`src/design/ttip_pkg.sv`:
```
// Package for the text-to-integer parser: field widths, character codes,
// base constants, parse phases, register indexes and the classified-character record.
// No dependencies; every other design file imports it.
package ttip_pkg;

   // Field widths of the transaction payloads.
   localparam int CH_BITS       = 8;
   localparam int VALUE_BITS    = 64;
   localparam int CONSUMED_BITS = 16;
   localparam int RADIX_BITS    = 6;

   // Defaults of the top-level parameters.
   localparam int WORD_BITS_DEFAULT  = 64;
   localparam int COUNT_BITS_DEFAULT = 16;

   // Entries of the queue between the classifier and the parse engine.
   localparam int QUEUE_DEPTH = 4;

   // Configuration port.
   localparam int CSR_ADDR_BITS = 3;
   localparam int CSR_DATA_BITS = 32;

   typedef enum logic {
      REG_RADIX  = 1'b0,
      REG_SIGNED = 1'b1
   } csr_reg_type;

   // Character codes.
   localparam logic [CH_BITS-1:0] CHAR_SPACE   = 8'h20;
   localparam logic [CH_BITS-1:0] CHAR_TAB     = 8'h09;
   localparam logic [CH_BITS-1:0] CHAR_CR      = 8'h0d;
   localparam logic [CH_BITS-1:0] CHAR_PLUS    = 8'h2b;
   localparam logic [CH_BITS-1:0] CHAR_MINUS   = 8'h2d;
   localparam logic [CH_BITS-1:0] CHAR_ZERO    = 8'h30;
   localparam logic [CH_BITS-1:0] CHAR_NINE    = 8'h39;
   localparam logic [CH_BITS-1:0] CHAR_UPPER_A = 8'h41;
   localparam logic [CH_BITS-1:0] CHAR_LOWER_A = 8'h61;
   localparam logic [CH_BITS-1:0] CHAR_UPPER_X = 8'h58;
   localparam logic [CH_BITS-1:0] CHAR_LOWER_X = 8'h78;

   // Digit values.
   localparam logic [CH_BITS-1:0] DIGIT_ALPHA = 8'd10;
   localparam logic [CH_BITS-1:0] DIGIT_NONE  = 8'hff;

   // Bases.
   localparam logic [RADIX_BITS-1:0] BASE_AUTO = 6'd0;
   localparam logic [RADIX_BITS-1:0] BASE_MIN  = 6'd2;
   localparam logic [RADIX_BITS-1:0] BASE_OCT  = 6'd8;
   localparam logic [RADIX_BITS-1:0] BASE_DEC  = 6'd10;
   localparam logic [RADIX_BITS-1:0] BASE_HEX  = 6'd16;
   localparam logic [RADIX_BITS-1:0] BASE_MAX  = 6'd36;

   // Parse phases of the engine.
   typedef enum logic [2:0] {
      PH_WS,
      PH_START,
      PH_ZERO,
      PH_XPREFIX,
      PH_DIGITS,
      PH_DONE
   } phase_type;

   // One classified character as it travels through the queue.
   typedef struct packed {
      logic [CH_BITS-1:0] digit;
      logic               space;
      logic               plus;
      logic               minus;
      logic               xchar;
      logic               last;
   } class_type;

endpackage

```
`src/design/ttip_if.sv`:
```
// Channel interfaces of the text-to-integer parser: the character channel and
// the result channel, each with valid/ready and its payload. Depends on ttip_pkg.
interface ttip_req_if;
   import ttip_pkg::*;
   logic               valid;
   logic               ready;
   logic [CH_BITS-1:0] ch;
   logic               last;
   modport source (output valid, ch, last, input ready);
   modport sink   (input valid, ch, last, output ready);
endinterface

interface ttip_rsp_if;
   import ttip_pkg::*;
   logic                     valid;
   logic                     ready;
   logic [VALUE_BITS-1:0]    value;
   logic [CONSUMED_BITS-1:0] consumed;
   logic                     overflow;
   modport source (output valid, value, consumed, overflow, input ready);
   modport sink   (input valid, value, consumed, overflow, output ready);
endinterface

```
`src/design/ttip_front.sv`:
```
// Front part of the parser: accepts character transactions and classifies each
// character (digit value, whitespace, signs, x) for the queue. Depends on ttip_pkg, ttip_if.
module ttip_front (
   ttip_req_if.sink             req_bus,
   input  logic                 queue_full,
   output logic                 push,
   output ttip_pkg::class_type  push_data
);
   import ttip_pkg::*;

   // Accept whenever the queue has room.
   assign req_bus.ready = !queue_full;
   assign push          = req_bus.valid && !queue_full;

   // Classify the character. Every byte at or above 'A' maps to a letter digit,
   // so punctuation above 'Z' gets a value that no base accepts.
   always_comb begin
      push_data       = '0;
      push_data.last  = req_bus.last;
      if (req_bus.ch >= CHAR_LOWER_A) begin
         push_data.digit = req_bus.ch - CHAR_LOWER_A + DIGIT_ALPHA;
      end else if (req_bus.ch >= CHAR_UPPER_A) begin
         push_data.digit = req_bus.ch - CHAR_UPPER_A + DIGIT_ALPHA;
      end else if (req_bus.ch >= CHAR_ZERO && req_bus.ch <= CHAR_NINE) begin
         push_data.digit = req_bus.ch - CHAR_ZERO;
      end else begin
         push_data.digit = DIGIT_NONE;
      end
      push_data.space = (req_bus.ch == CHAR_SPACE) ||
                        (req_bus.ch >= CHAR_TAB && req_bus.ch <= CHAR_CR);
      push_data.plus  = (req_bus.ch == CHAR_PLUS);
      push_data.minus = (req_bus.ch == CHAR_MINUS);
      push_data.xchar = (req_bus.ch == CHAR_LOWER_X) || (req_bus.ch == CHAR_UPPER_X);
   end

endmodule

```
`src/design/ttip_queue.sv`:
```
// Short queue of classified characters between the front and the parse engine,
// so that each side stalls on its own. Depends on ttip_pkg.
module ttip_queue (
   input  logic                 clock,
   input  logic                 reset,
   input  logic                 push,
   input  ttip_pkg::class_type  push_data,
   output logic                 full,
   input  logic                 pop,
   output logic                 head_valid,
   output ttip_pkg::class_type  head
);
   import ttip_pkg::*;

   localparam int IDX_BITS = (QUEUE_DEPTH > 1) ? $clog2(QUEUE_DEPTH) : 1;
   localparam int CNT_BITS = $clog2(QUEUE_DEPTH + 1);
   localparam logic [IDX_BITS-1:0] LAST_IDX = IDX_BITS'(QUEUE_DEPTH - 1);
   localparam logic [CNT_BITS-1:0] FULL_CNT = CNT_BITS'(QUEUE_DEPTH);

   class_type             mem_ff [QUEUE_DEPTH];
   logic [IDX_BITS-1:0]   wr_ptr_ff, wr_ptr_in;
   logic [IDX_BITS-1:0]   rd_ptr_ff, rd_ptr_in;
   logic [CNT_BITS-1:0]   count_ff, count_in;

   assign full       = (count_ff == FULL_CNT);
   assign head_valid = (count_ff != '0);
   assign head       = mem_ff[rd_ptr_ff];

   // Pointer and fill count updates.
   always_comb begin
      wr_ptr_in = wr_ptr_ff;
      rd_ptr_in = rd_ptr_ff;
      count_in  = count_ff;
      if (push) begin
         wr_ptr_in = (wr_ptr_ff == LAST_IDX) ? '0 : wr_ptr_ff + 1'b1;
      end
      if (pop) begin
         rd_ptr_in = (rd_ptr_ff == LAST_IDX) ? '0 : rd_ptr_ff + 1'b1;
      end
      if (push && !pop) begin
         count_in = count_ff + 1'b1;
      end else if (pop && !push) begin
         count_in = count_ff - 1'b1;
      end
   end

   always_ff @(posedge clock) begin
      if (reset) begin
         wr_ptr_ff <= '0;
         rd_ptr_ff <= '0;
         count_ff  <= '0;
      end else begin
         wr_ptr_ff <= wr_ptr_in;
         rd_ptr_ff <= rd_ptr_in;
         count_ff  <= count_in;
      end
   end

   // Entry storage.
   always_ff @(posedge clock) begin
      if (push) begin
         mem_ff[wr_ptr_ff] <= push_data;
      end
   end

endmodule

```
`src/design/ttip_back.sv`:
```
// Back part of the parser: the parse engine (phase machine, base selection,
// multiply-add accumulator, counters) and the result register. Depends on ttip_pkg, ttip_if.
module ttip_back #(
   parameter int WORD_BITS  = ttip_pkg::WORD_BITS_DEFAULT,
   parameter int COUNT_BITS = ttip_pkg::COUNT_BITS_DEFAULT
) (
   input  logic                              clock,
   input  logic                              reset,
   input  logic                              head_valid,
   input  ttip_pkg::class_type               head,
   output logic                              pop,
   input  logic [ttip_pkg::RADIX_BITS-1:0]   radix,
   input  logic                              signed_mode,
   ttip_rsp_if.source                        rsp_bus
);
   import ttip_pkg::*;

   localparam int SUM_BITS = WORD_BITS + RADIX_BITS + 1;
   localparam logic [WORD_BITS-1:0]  WORD_ONES = '1;
   localparam logic [WORD_BITS-1:0]  LIM_NEG   = {1'b1, {(WORD_BITS-1){1'b0}}};
   localparam logic [WORD_BITS-1:0]  LIM_POS   = {1'b0, {(WORD_BITS-1){1'b1}}};
   localparam logic [COUNT_BITS-1:0] COUNT_MAX = '1;

   // Parse state.
   phase_type              phase_ff, phase_in;
   logic [RADIX_BITS-1:0]  base_ff, base_in;
   logic [WORD_BITS-1:0]   acc_ff, acc_in;
   logic                   neg_ff, neg_in;
   logic [COUNT_BITS-1:0]  pos_ff, pos_in;
   logic [COUNT_BITS-1:0]  stop_ff, stop_in;
   logic                   ovf_ff, ovf_in;

   // Result register.
   logic                   out_valid_ff, out_valid_in;
   logic [WORD_BITS-1:0]   out_mag_ff;
   logic [COUNT_BITS-1:0]  out_stop_ff;
   logic                   out_ovf_ff;
   logic                   out_neg_ff;
   logic                   out_sgn_ff;

   logic                   in_ws;
   logic                   ws_hold;
   logic                   zero_prefix;
   logic                   check_digit;
   logic [RADIX_BITS-1:0]  digit_base;
   logic                   digit_ok;
   logic [SUM_BITS-1:0]    sum;
   logic                   sum_over;
   logic [COUNT_BITS-1:0]  pos_inc;
   logic                   emit;

   // A final character waits for the result register to be free.
   assign pop  = head_valid && (!head.last || !out_valid_ff || rsp_bus.ready);
   assign emit = pop && head.last;

   assign pos_inc = (pos_ff == COUNT_MAX) ? pos_ff : pos_ff + 1'b1;

   // Whitespace and sign handling happen only in the leading phase.
   assign in_ws   = (phase_ff == PH_WS);
   assign ws_hold = in_ws && (head.space || head.plus || (head.minus && signed_mode));
   assign zero_prefix = (head.digit == '0) && (radix == BASE_AUTO || radix == BASE_HEX);

   // Base for this character and whether it is tested as a digit.
   always_comb begin
      digit_base  = base_ff;
      check_digit = 1'b0;
      case (phase_ff)
         PH_WS, PH_START: begin
            if (!ws_hold && !zero_prefix) begin
               digit_base  = (radix == BASE_AUTO) ? BASE_DEC : radix;
               check_digit = 1'b1;
            end
         end
         PH_ZERO: begin
            if (!head.xchar) begin
               digit_base  = (base_ff == BASE_AUTO) ? BASE_OCT : base_ff;
               check_digit = 1'b1;
            end
         end
         PH_XPREFIX, PH_DIGITS: begin
            check_digit = 1'b1;
         end
         default: begin
            check_digit = 1'b0;
         end
      endcase
   end

   // Digit test and multiply-add; the product overflows when it does not fit the word.
   assign digit_ok = (digit_base >= BASE_MIN) && (digit_base <= BASE_MAX) &&
                     ({{(CH_BITS-RADIX_BITS){1'b0}}, digit_base} > head.digit);
   assign sum      = SUM_BITS'(acc_ff) * SUM_BITS'(digit_base) + SUM_BITS'(head.digit);
   assign sum_over = |sum[SUM_BITS-1:WORD_BITS];

   // Next parse state for the character at the queue head.
   always_comb begin
      phase_in = phase_ff;
      base_in  = base_ff;
      acc_in   = acc_ff;
      neg_in   = neg_ff;
      pos_in   = pos_ff;
      stop_in  = stop_ff;
      ovf_in   = ovf_ff;
      if (pop) begin
         pos_in = pos_inc;
         case (phase_ff)
            PH_WS, PH_START: begin
               if (in_ws && head.space) begin
                  phase_in = PH_WS;
               end else if (in_ws && head.plus) begin
                  phase_in = PH_START;
               end else if (in_ws && head.minus && signed_mode) begin
                  neg_in   = 1'b1;
                  phase_in = PH_START;
               end else if (zero_prefix) begin
                  base_in  = radix;
                  stop_in  = pos_inc;
                  phase_in = PH_ZERO;
               end else begin
                  base_in  = digit_base;
               end
            end
            PH_ZERO: begin
               if (head.xchar) begin
                  base_in  = BASE_HEX;
                  phase_in = PH_XPREFIX;
               end else begin
                  base_in  = digit_base;
               end
            end
            default: begin
               base_in = base_ff;
            end
         endcase
         if (check_digit) begin
            if (digit_ok) begin
               if (!ovf_ff) begin
                  if (sum_over) begin
                     ovf_in = 1'b1;
                     acc_in = WORD_ONES;
                  end else begin
                     acc_in = sum[WORD_BITS-1:0];
                  end
               end
               stop_in  = pos_inc;
               phase_in = PH_DIGITS;
            end else begin
               phase_in = PH_DONE;
            end
         end
      end
   end

   // Parse state registers; a final character returns the engine to its start.
   always_ff @(posedge clock) begin
      if (reset || emit) begin
         phase_ff <= PH_WS;
         base_ff  <= '0;
         acc_ff   <= '0;
         neg_ff   <= 1'b0;
         pos_ff   <= '0;
         stop_ff  <= '0;
         ovf_ff   <= 1'b0;
      end else begin
         phase_ff <= phase_in;
         base_ff  <= base_in;
         acc_ff   <= acc_in;
         neg_ff   <= neg_in;
         pos_ff   <= pos_in;
         stop_ff  <= stop_in;
         ovf_ff   <= ovf_in;
      end
   end

   // Result register handshake.
   always_comb begin
      out_valid_in = out_valid_ff;
      if (emit) begin
         out_valid_in = 1'b1;
      end else if (rsp_bus.ready) begin
         out_valid_in = 1'b0;
      end
   end

   always_ff @(posedge clock) begin
      if (reset) begin
         out_valid_ff <= 1'b0;
      end else begin
         out_valid_ff <= out_valid_in;
      end
   end

   // Raw result fields, with signed_mode sampled at emission.
   always_ff @(posedge clock) begin
      if (emit) begin
         out_mag_ff  <= acc_in;
         out_stop_ff <= stop_in;
         out_ovf_ff  <= ovf_in;
         out_neg_ff  <= neg_in;
         out_sgn_ff  <= signed_mode;
      end
   end

   // Range clamping and sign application on the stored result.
   always_comb begin
      logic [WORD_BITS-1:0] val;
      logic                 ovf;
      val = out_mag_ff;
      ovf = out_ovf_ff;
      if (out_sgn_ff) begin
         if (out_neg_ff) begin
            if (out_ovf_ff || out_mag_ff > LIM_NEG) begin
               ovf = 1'b1;
               val = LIM_NEG;
            end else begin
               val = '0 - out_mag_ff;
            end
         end else if (out_ovf_ff || out_mag_ff > LIM_POS) begin
            ovf = 1'b1;
            val = LIM_POS;
         end
      end else if (out_ovf_ff) begin
         val = WORD_ONES;
      end
      rsp_bus.value    = VALUE_BITS'(val);
      rsp_bus.overflow = ovf;
   end

   assign rsp_bus.valid    = out_valid_ff;
   assign rsp_bus.consumed = CONSUMED_BITS'(out_stop_ff);

endmodule

```
`src/design/text_to_integer_parser_unit.sv`:
```
// Top level of the text-to-integer parser: configuration registers, front,
// queue and parse engine. Depends on ttip_pkg, ttip_if, ttip_front, ttip_queue, ttip_back.
//
// The parser takes one character per transaction and emits one result on the
// character marked last: the value (strtol/strtoul style, with optional sign,
// automatic base detection and 0x prefix), the count of consumed characters and
// an overflow flag. It accepts one character per clock cycle: the front
// classifies the character, a four-entry queue holds it, and the engine folds
// it into the accumulator with one multiply-add by the base, which is the
// loop that sets this rate. An accepted final character passes the queue and
// then the result register before its result appears.
// The engine stalls only when a final character finds the result register still
// occupied; the queue then fills and the character channel deasserts ready.
// Registers: radix at byte address 0 (0 selects automatic base detection) and
// signed_mode at byte address 4; write them only while the parser is idle.
module text_to_integer_parser_unit #(
   parameter int WORD_BITS  = ttip_pkg::WORD_BITS_DEFAULT,
   parameter int COUNT_BITS = ttip_pkg::COUNT_BITS_DEFAULT
) (
   input  logic                                 clock,
   input  logic                                 reset,
   ttip_req_if.sink                             req_bus,
   ttip_rsp_if.source                           rsp_bus,
   input  logic                                 psel,
   input  logic                                 penable,
   input  logic                                 pwrite,
   input  logic [ttip_pkg::CSR_ADDR_BITS-1:0]   paddr,
   input  logic [ttip_pkg::CSR_DATA_BITS-1:0]   pwdata,
   output logic [ttip_pkg::CSR_DATA_BITS-1:0]   prdata,
   output logic                                 pready
);
   import ttip_pkg::*;

   logic [RADIX_BITS-1:0] radix_ff;
   logic                  signed_mode_ff;
   csr_reg_type           reg_sel;
   logic                  csr_write;

   logic                  push;
   class_type             push_data;
   logic                  queue_full;
   logic                  pop;
   logic                  head_valid;
   class_type             head;

   // Configuration registers.
   assign pready    = 1'b1;
   assign reg_sel   = csr_reg_type'(paddr[2]);
   assign csr_write = psel && penable && pwrite && pready;

   always_ff @(posedge clock) begin
      if (reset) begin
         radix_ff       <= BASE_AUTO;
         signed_mode_ff <= 1'b1;
      end else if (csr_write) begin
         case (reg_sel)
            REG_RADIX:  radix_ff       <= pwdata[RADIX_BITS-1:0];
            REG_SIGNED: signed_mode_ff <= pwdata[0];
            default:    radix_ff       <= radix_ff;
         endcase
      end
   end

   always_comb begin
      case (reg_sel)
         REG_RADIX:  prdata = CSR_DATA_BITS'(radix_ff);
         REG_SIGNED: prdata = CSR_DATA_BITS'(signed_mode_ff);
         default:    prdata = '0;
      endcase
   end

   // Front: accept and classify.
   ttip_front u_front (
      .req_bus    (req_bus),
      .queue_full (queue_full),
      .push       (push),
      .push_data  (push_data)
   );

   // Queue between front and engine.
   ttip_queue u_queue (
      .clock      (clock),
      .reset      (reset),
      .push       (push),
      .push_data  (push_data),
      .full       (queue_full),
      .pop        (pop),
      .head_valid (head_valid),
      .head       (head)
   );

   // Parse engine and result register.
   ttip_back #(
      .WORD_BITS  (WORD_BITS),
      .COUNT_BITS (COUNT_BITS)
   ) u_back (
      .clock       (clock),
      .reset       (reset),
      .head_valid  (head_valid),
      .head        (head),
      .pop         (pop),
      .radix       (radix_ff),
      .signed_mode (signed_mode_ff),
      .rsp_bus     (rsp_bus)
   );

endmodule

```
`src/flat_wrapper.sv`:
```
// flat-port wrapper written by rule: the top's interface ports become plain ports
module text_to_integer_parser_unit_flat import ttip_pkg::*;
#(
   parameter int WORD_BITS  = ttip_pkg::WORD_BITS_DEFAULT,
   parameter int COUNT_BITS = ttip_pkg::COUNT_BITS_DEFAULT
)
  (clock, reset, psel, penable, pwrite, paddr, pwdata, prdata, pready, req_bus_valid, req_bus_ch, req_bus_last, req_bus_ready, rsp_bus_valid, rsp_bus_value, rsp_bus_consumed, rsp_bus_overflow, rsp_bus_ready);
  ttip_req_if req_bus_i ();
  ttip_rsp_if rsp_bus_i ();
  input  logic clock;
  input  logic reset;
  input  logic psel;
  input  logic penable;
  input  logic pwrite;
  input  logic [ttip_pkg::CSR_ADDR_BITS-1:0] paddr;
  input  logic [ttip_pkg::CSR_DATA_BITS-1:0] pwdata;
  output logic [ttip_pkg::CSR_DATA_BITS-1:0] prdata;
  output logic pready;
  input wire logic [$bits(req_bus_i.valid)-1:0] req_bus_valid;
  input wire logic [$bits(req_bus_i.ch)-1:0] req_bus_ch;
  input wire logic [$bits(req_bus_i.last)-1:0] req_bus_last;
  output wire logic [$bits(req_bus_i.ready)-1:0] req_bus_ready;
  output wire logic [$bits(rsp_bus_i.valid)-1:0] rsp_bus_valid;
  output wire logic [$bits(rsp_bus_i.value)-1:0] rsp_bus_value;
  output wire logic [$bits(rsp_bus_i.consumed)-1:0] rsp_bus_consumed;
  output wire logic [$bits(rsp_bus_i.overflow)-1:0] rsp_bus_overflow;
  input wire logic [$bits(rsp_bus_i.ready)-1:0] rsp_bus_ready;
  assign req_bus_i.valid = req_bus_valid;
  assign req_bus_i.ch = req_bus_ch;
  assign req_bus_i.last = req_bus_last;
  assign req_bus_ready = req_bus_i.ready;
  assign rsp_bus_valid = rsp_bus_i.valid;
  assign rsp_bus_value = rsp_bus_i.value;
  assign rsp_bus_consumed = rsp_bus_i.consumed;
  assign rsp_bus_overflow = rsp_bus_i.overflow;
  assign rsp_bus_i.ready = rsp_bus_ready;
  text_to_integer_parser_unit #(.WORD_BITS(WORD_BITS), .COUNT_BITS(COUNT_BITS)) u_core (.clock(clock), .reset(reset), .req_bus(req_bus_i), .rsp_bus(rsp_bus_i), .psel(psel), .penable(penable), .pwrite(pwrite), .paddr(paddr), .pwdata(pwdata), .prdata(prdata), .pready(pready));
endmodule
```
`config.mk`:
```
export PLATFORM = sky130hd
export DESIGN_NAME = text_to_integer_parser_unit_flat
export DESIGN_NICKNAME = d
export VERILOG_FILES = /design/src/design/ttip_pkg.sv /design/src/design/ttip_if.sv /design/src/design/ttip_front.sv /design/src/design/ttip_queue.sv /design/src/design/ttip_back.sv /design/src/design/text_to_integer_parser_unit.sv /design/src/flat_wrapper.sv
export SDC_FILE = /design/constraint.sdc
export NUM_CORES = 1
export LEC_CHECK = 0
export BUFFER_PORTS_ARGS = -buffer_cell sky130_fd_sc_hd__buf_2
export CORE_MARGIN = 1.5
export CORE_UTILIZATION = 40
export CTS_BUF_LIST = sky130_fd_sc_hd__clkbuf_16
export DETAILED_ROUTE_END_ITERATION = 8
export PLACE_DENSITY_LB_ADDON = 0.1
export SLEW_MARGIN = 20
export SYNTH_ARGS = -nofsm -noshare
export SYNTH_HDL_FRONTEND = slang
export SYNTH_SLANG_ARGS = --single-unit
```
`constraint.sdc`:
```
create_clock -name clock -period 8 [get_ports clock]
set_input_delay 1.2 -clock clock [delete_from_list [all_inputs] [get_ports clock]]
set_output_delay 1.2 -clock clock [all_outputs]
set_load 0.01 [all_outputs]
```
==> impl_metrics.tcl <==
set metrics [dict create \
    placed_cell_area_um2 30600 \
    slew_violations 0 \
    most_common_flop_cell_mapped_by_yosys "sky130_fd_sc_hd__edfxtp_1" \
    post-route-util_pct 49.3 \
    post_cts_hold_buffer_count 0 \
    coreArea_um2 65600 \
    netlist_top_cells_area "sky130_fd_sc_hd__fa_1 (19%), sky130_fd_sc_hd__edfxtp_1 (15%), sky130_fd_sc_hd__dfxtp_1 (9.4%)" \
    chipWidth_um 260 \
    average_footprint_of_a_synthesized_cell_um2 9.09 \
    commonest_cells_after_routing_fill_and_taps_aside "sky130_fd_sc_hd__buf_4 (386), sky130_fd_sc_hd__and2_1 (369), sky130_fd_sc_hd__fa_1 (254)" \
    clock_pin_slew_of_the_registers_on_the_worst_case_setup_and_hold_paths_ps 60 \
    die_height_um 260 \
    wl_mm 83.2 \
    drt.antenna.violating_nets 0 \
    antenna_found_initial 5 \
    cap_violations 0 \
    postSynth.asyncResetShare_pct 0 \
    critPathCaptureType "flop" \
    p_per_area_nw_per_um2 201 \
    io_buffers 111 \
    cp_data_arrival_time_ps 8690 \
    layout.nets 3789 \
    die_area_um2 67700 \
    layout_setup_ws_ps -328 \
    drive_above_1_share_pct 22.0 \
    min_path_type "reg2reg" \
    hold_startpoint "u_core.u_back.base_ff[0]" \
    cts_buffers 31 \
    setup_violations 124 \
    timing.critical_path.slowest_cell_delay_ps 560 \
    detail_route.wl_per_cell_um 19.8 \
    grt_overflow 0 \
    boundaryPins 167 \
    clock-root-buffer "sky130_fd_sc_hd__clkbuf_16" \
    firstDrtPassIters 5 \
    fmax_mhz 120 \
    synthDistinctLibCells 84 \
    critical_path_s_slowest_cell "sky130_fd_sc_hd__or4_4" \
    area_growth_pct 22.1 \
    final_min_period_over_clock_period_pct 104 \
    clk-insertion-delay-late_ps 620 \
    num-fill-cells 6313 \
    cts_htree_levels 1 \
    clock_skew_ps 23.2 \
    yosys_warnings 0 \
    placementRows 94 \
    most_common_cell_after_layout_fill_and_taps_aside "sky130_fd_sc_hd__buf_4" \
    drt-initial-drc-count 1541 \
    timing.max_slew.rel_slack_pct 27.6 \
    dp.final_hpwl_mm 63.8 \
    outcome "finished with violations" \
    synth_top_area_share_pct 19.3 \
    maximum_vdd_drop_mv 0.298 \
    synth_edf_count 135 \
    leakagePower_nw 14.7 \
    critPathKind "reg2reg" \
    timing.critical_path.required_ps 8370 \
    viasPerCell 5.50 \
    cts_tree "built" \
    violations_in_the_final_reports "setup timing" \
    synth_top_area_cell "sky130_fd_sc_hd__fa_1" \
    cts-root-to-sink-buffers 3 \
    critical_path.max_fanout 15 \
    vias_in_the_first_global_route 24300 \
    post_synth_inst_count 2914 \
    setup.worst_path.start_class "flop" \
    final.hold.worst_slack_ps 481 \
    synth_seq_area_share_pct 24.7 \
    grt_start_max_net_pins 65 \
    seq_area_um2 6540 \
    global_route.usage.total_pct 24.4 \
    synth-seq-cells 259 \
    period_minus_slack_ps 8330 \
    netlist_area_um2 26500 \
    timing.final.hold_violations 0 \
    gpl.final_weighted_congestion 0.929 \
    numClockSinks 259 \
    start_util_pct 40.3 \
    multi_input_comb_area_um2 19200 \
    timing_worst_slew_pin_value_ps 1080 \
    vias 23100 \
    drcViolationCount 0 \
    postLayoutCellArea_um2 32300 \
    grt_pass1_wl_mm 132 \
    grt_setup_unrepaired "yes" \
]
[synthesized netlist by cell type (38+ instances only)]
library cell and n:
sky130_fd_sc_hd__a31oi_1 38, sky130_fd_sc_hd__and2_1 372, sky130_fd_sc_hd__a211oi_1 51, sky130_fd_sc_hd__a21oi_1 220
sky130_fd_sc_hd__inv_1 127, sky130_fd_sc_hd__o21ai_0 139, sky130_fd_sc_hd__nand2_1 238, sky130_fd_sc_hd__fa_1 255
sky130_fd_sc_hd__dfxtp_1 124, sky130_fd_sc_hd__xor2_1 42, sky130_fd_sc_hd__clkbuf_1 137, sky130_fd_sc_hd__ha_1 170
sky130_fd_sc_hd__xnor2_1 45, sky130_fd_sc_hd__nor2_1 249, sky130_fd_sc_hd__edfxtp_1 135, sky130_fd_sc_hd__nor3_1 56
[worst paths after layout]
path / endpoint / cells past startpoint / slack, ps
worst min-delay path: u_core.u_back.base_ff[0] / 2 / 480
worst max register to register: u_core.u_back.out_mag_ff[59] / 30 / -330
worst max-delay path: u_core.u_back.out_mag_ff[59] / 30 / -330
worst min register to register: u_core.u_back.base_ff[0] / 2 / 480
[logic make-up after synthesis]
| kind of cell | Yosys count | synth area share (%) |
|---|---|---|
| buffers and inverters | 312 | 4.97 |
| XOR/XNOR | 87 | 2.88 |
| AO/OA/AOI/OAI | 664 | 16.0 |
| AND/OR/NAND/NOR | 1131 | 21.9 |
| other | 2 | 0.0284 |
| flip-flops | 259 | 24.7 |
| multiplexers | 34 | 2.13 |
| adder cells (fa/ha/maj) | 425 | 27.3 |
[routing by layer]
layer / vias to the layer above / global-route usage, % / routed length, um
met1: 11500 / 33.0 / 37300
met4: 0 / 6.12 / 2140
met3: 127 / 2.31 / 3660
li1: 10900 / - / -
met5: - / 0 / 0
met2: 556 / 41.9 / 40100
[stage by stage]
step                      setup TNS, ps  setup WS, ps  power, W  instances
after floorplan                    -893         -20.1   0.00346       2939
after global placement           -56200          -569   0.00461       4127
after detailed placement         -58920          -591   0.00465       4127
after CTS                        -25450          -331   0.00638       4193
after global routing             -61770          -590   0.00687       4202
final                            -27500          -328   0.00651       4203
[registers in the layout, summed over array words and instances (netlist names), named ones only]
signal	cells
u_core.u_back.ovf_ff	1
u_core.u_queue.mem_ff	52
u_core.u_back.phase_ff	3
u_core.u_back.out_sgn_ff	1
u_core.signed_mode_ff	1
u_core.u_back.rsp_bus.consumed	16
u_core.u_queue.rd_ptr_ff	2
u_core.u_back.neg_ff	1
u_core.u_back.stop_ff	16
u_core.u_queue.count_ff	3
u_core.u_back.out_mag_ff	64
u_core.u_back.out_neg_ff	1
u_core.u_back.rsp_bus.valid	1
u_core.u_back.acc_ff	64
u_core.u_back.base_ff	6
u_core.u_queue.wr_ptr_ff	2
u_core.u_back.pos_ff	16
u_core.u_back.out_ovf_ff	1
u_core.radix_ff	6
[worst max-delay path, delay by kind of cell, from the launching register on]
kind | cells | cell delay, ps
and+or+nand+nor | 7 | 2320
AOI/OAI and AO/OA | 7 | 1160
muxes | 1 | 510
adders and majority gates | 5 | 2100
DFF | 1 | 410
xor gates and xnor gates | 1 | 180
buffers and inverters | 9 | 1410
[power breakdown]
part | total, W | internal [W] | switching [W]
clock | 0.00147 | 0.000844 | 0.000625
sequential | 0.00199 | 0.00171 | 0.000287
combinational | 0.00305 | 0.00118 | 0.00187
total | 0.00651 | 0.00373 | 0.00278
[layout make-up]
cell class              count  area share (%)
multi-input cells        2368            59.3
clock buffers              31            2.40
diodes                      1         0.00774
inverters                 127            1.47
flip-flops and latches    259            20.2
repair buffers            526            12.4
clock inverters            27           0.859
well taps                 864            3.34
[what timing repair did]
item	4_1_cts	5_1_grt
pin swaps	15	19
cloned	1	5
setup endpoints to repair	130	130
buffers inserted	8	4
gates resized for setup	48	70
No activity file was read; power rests on OpenSTA's default activity.
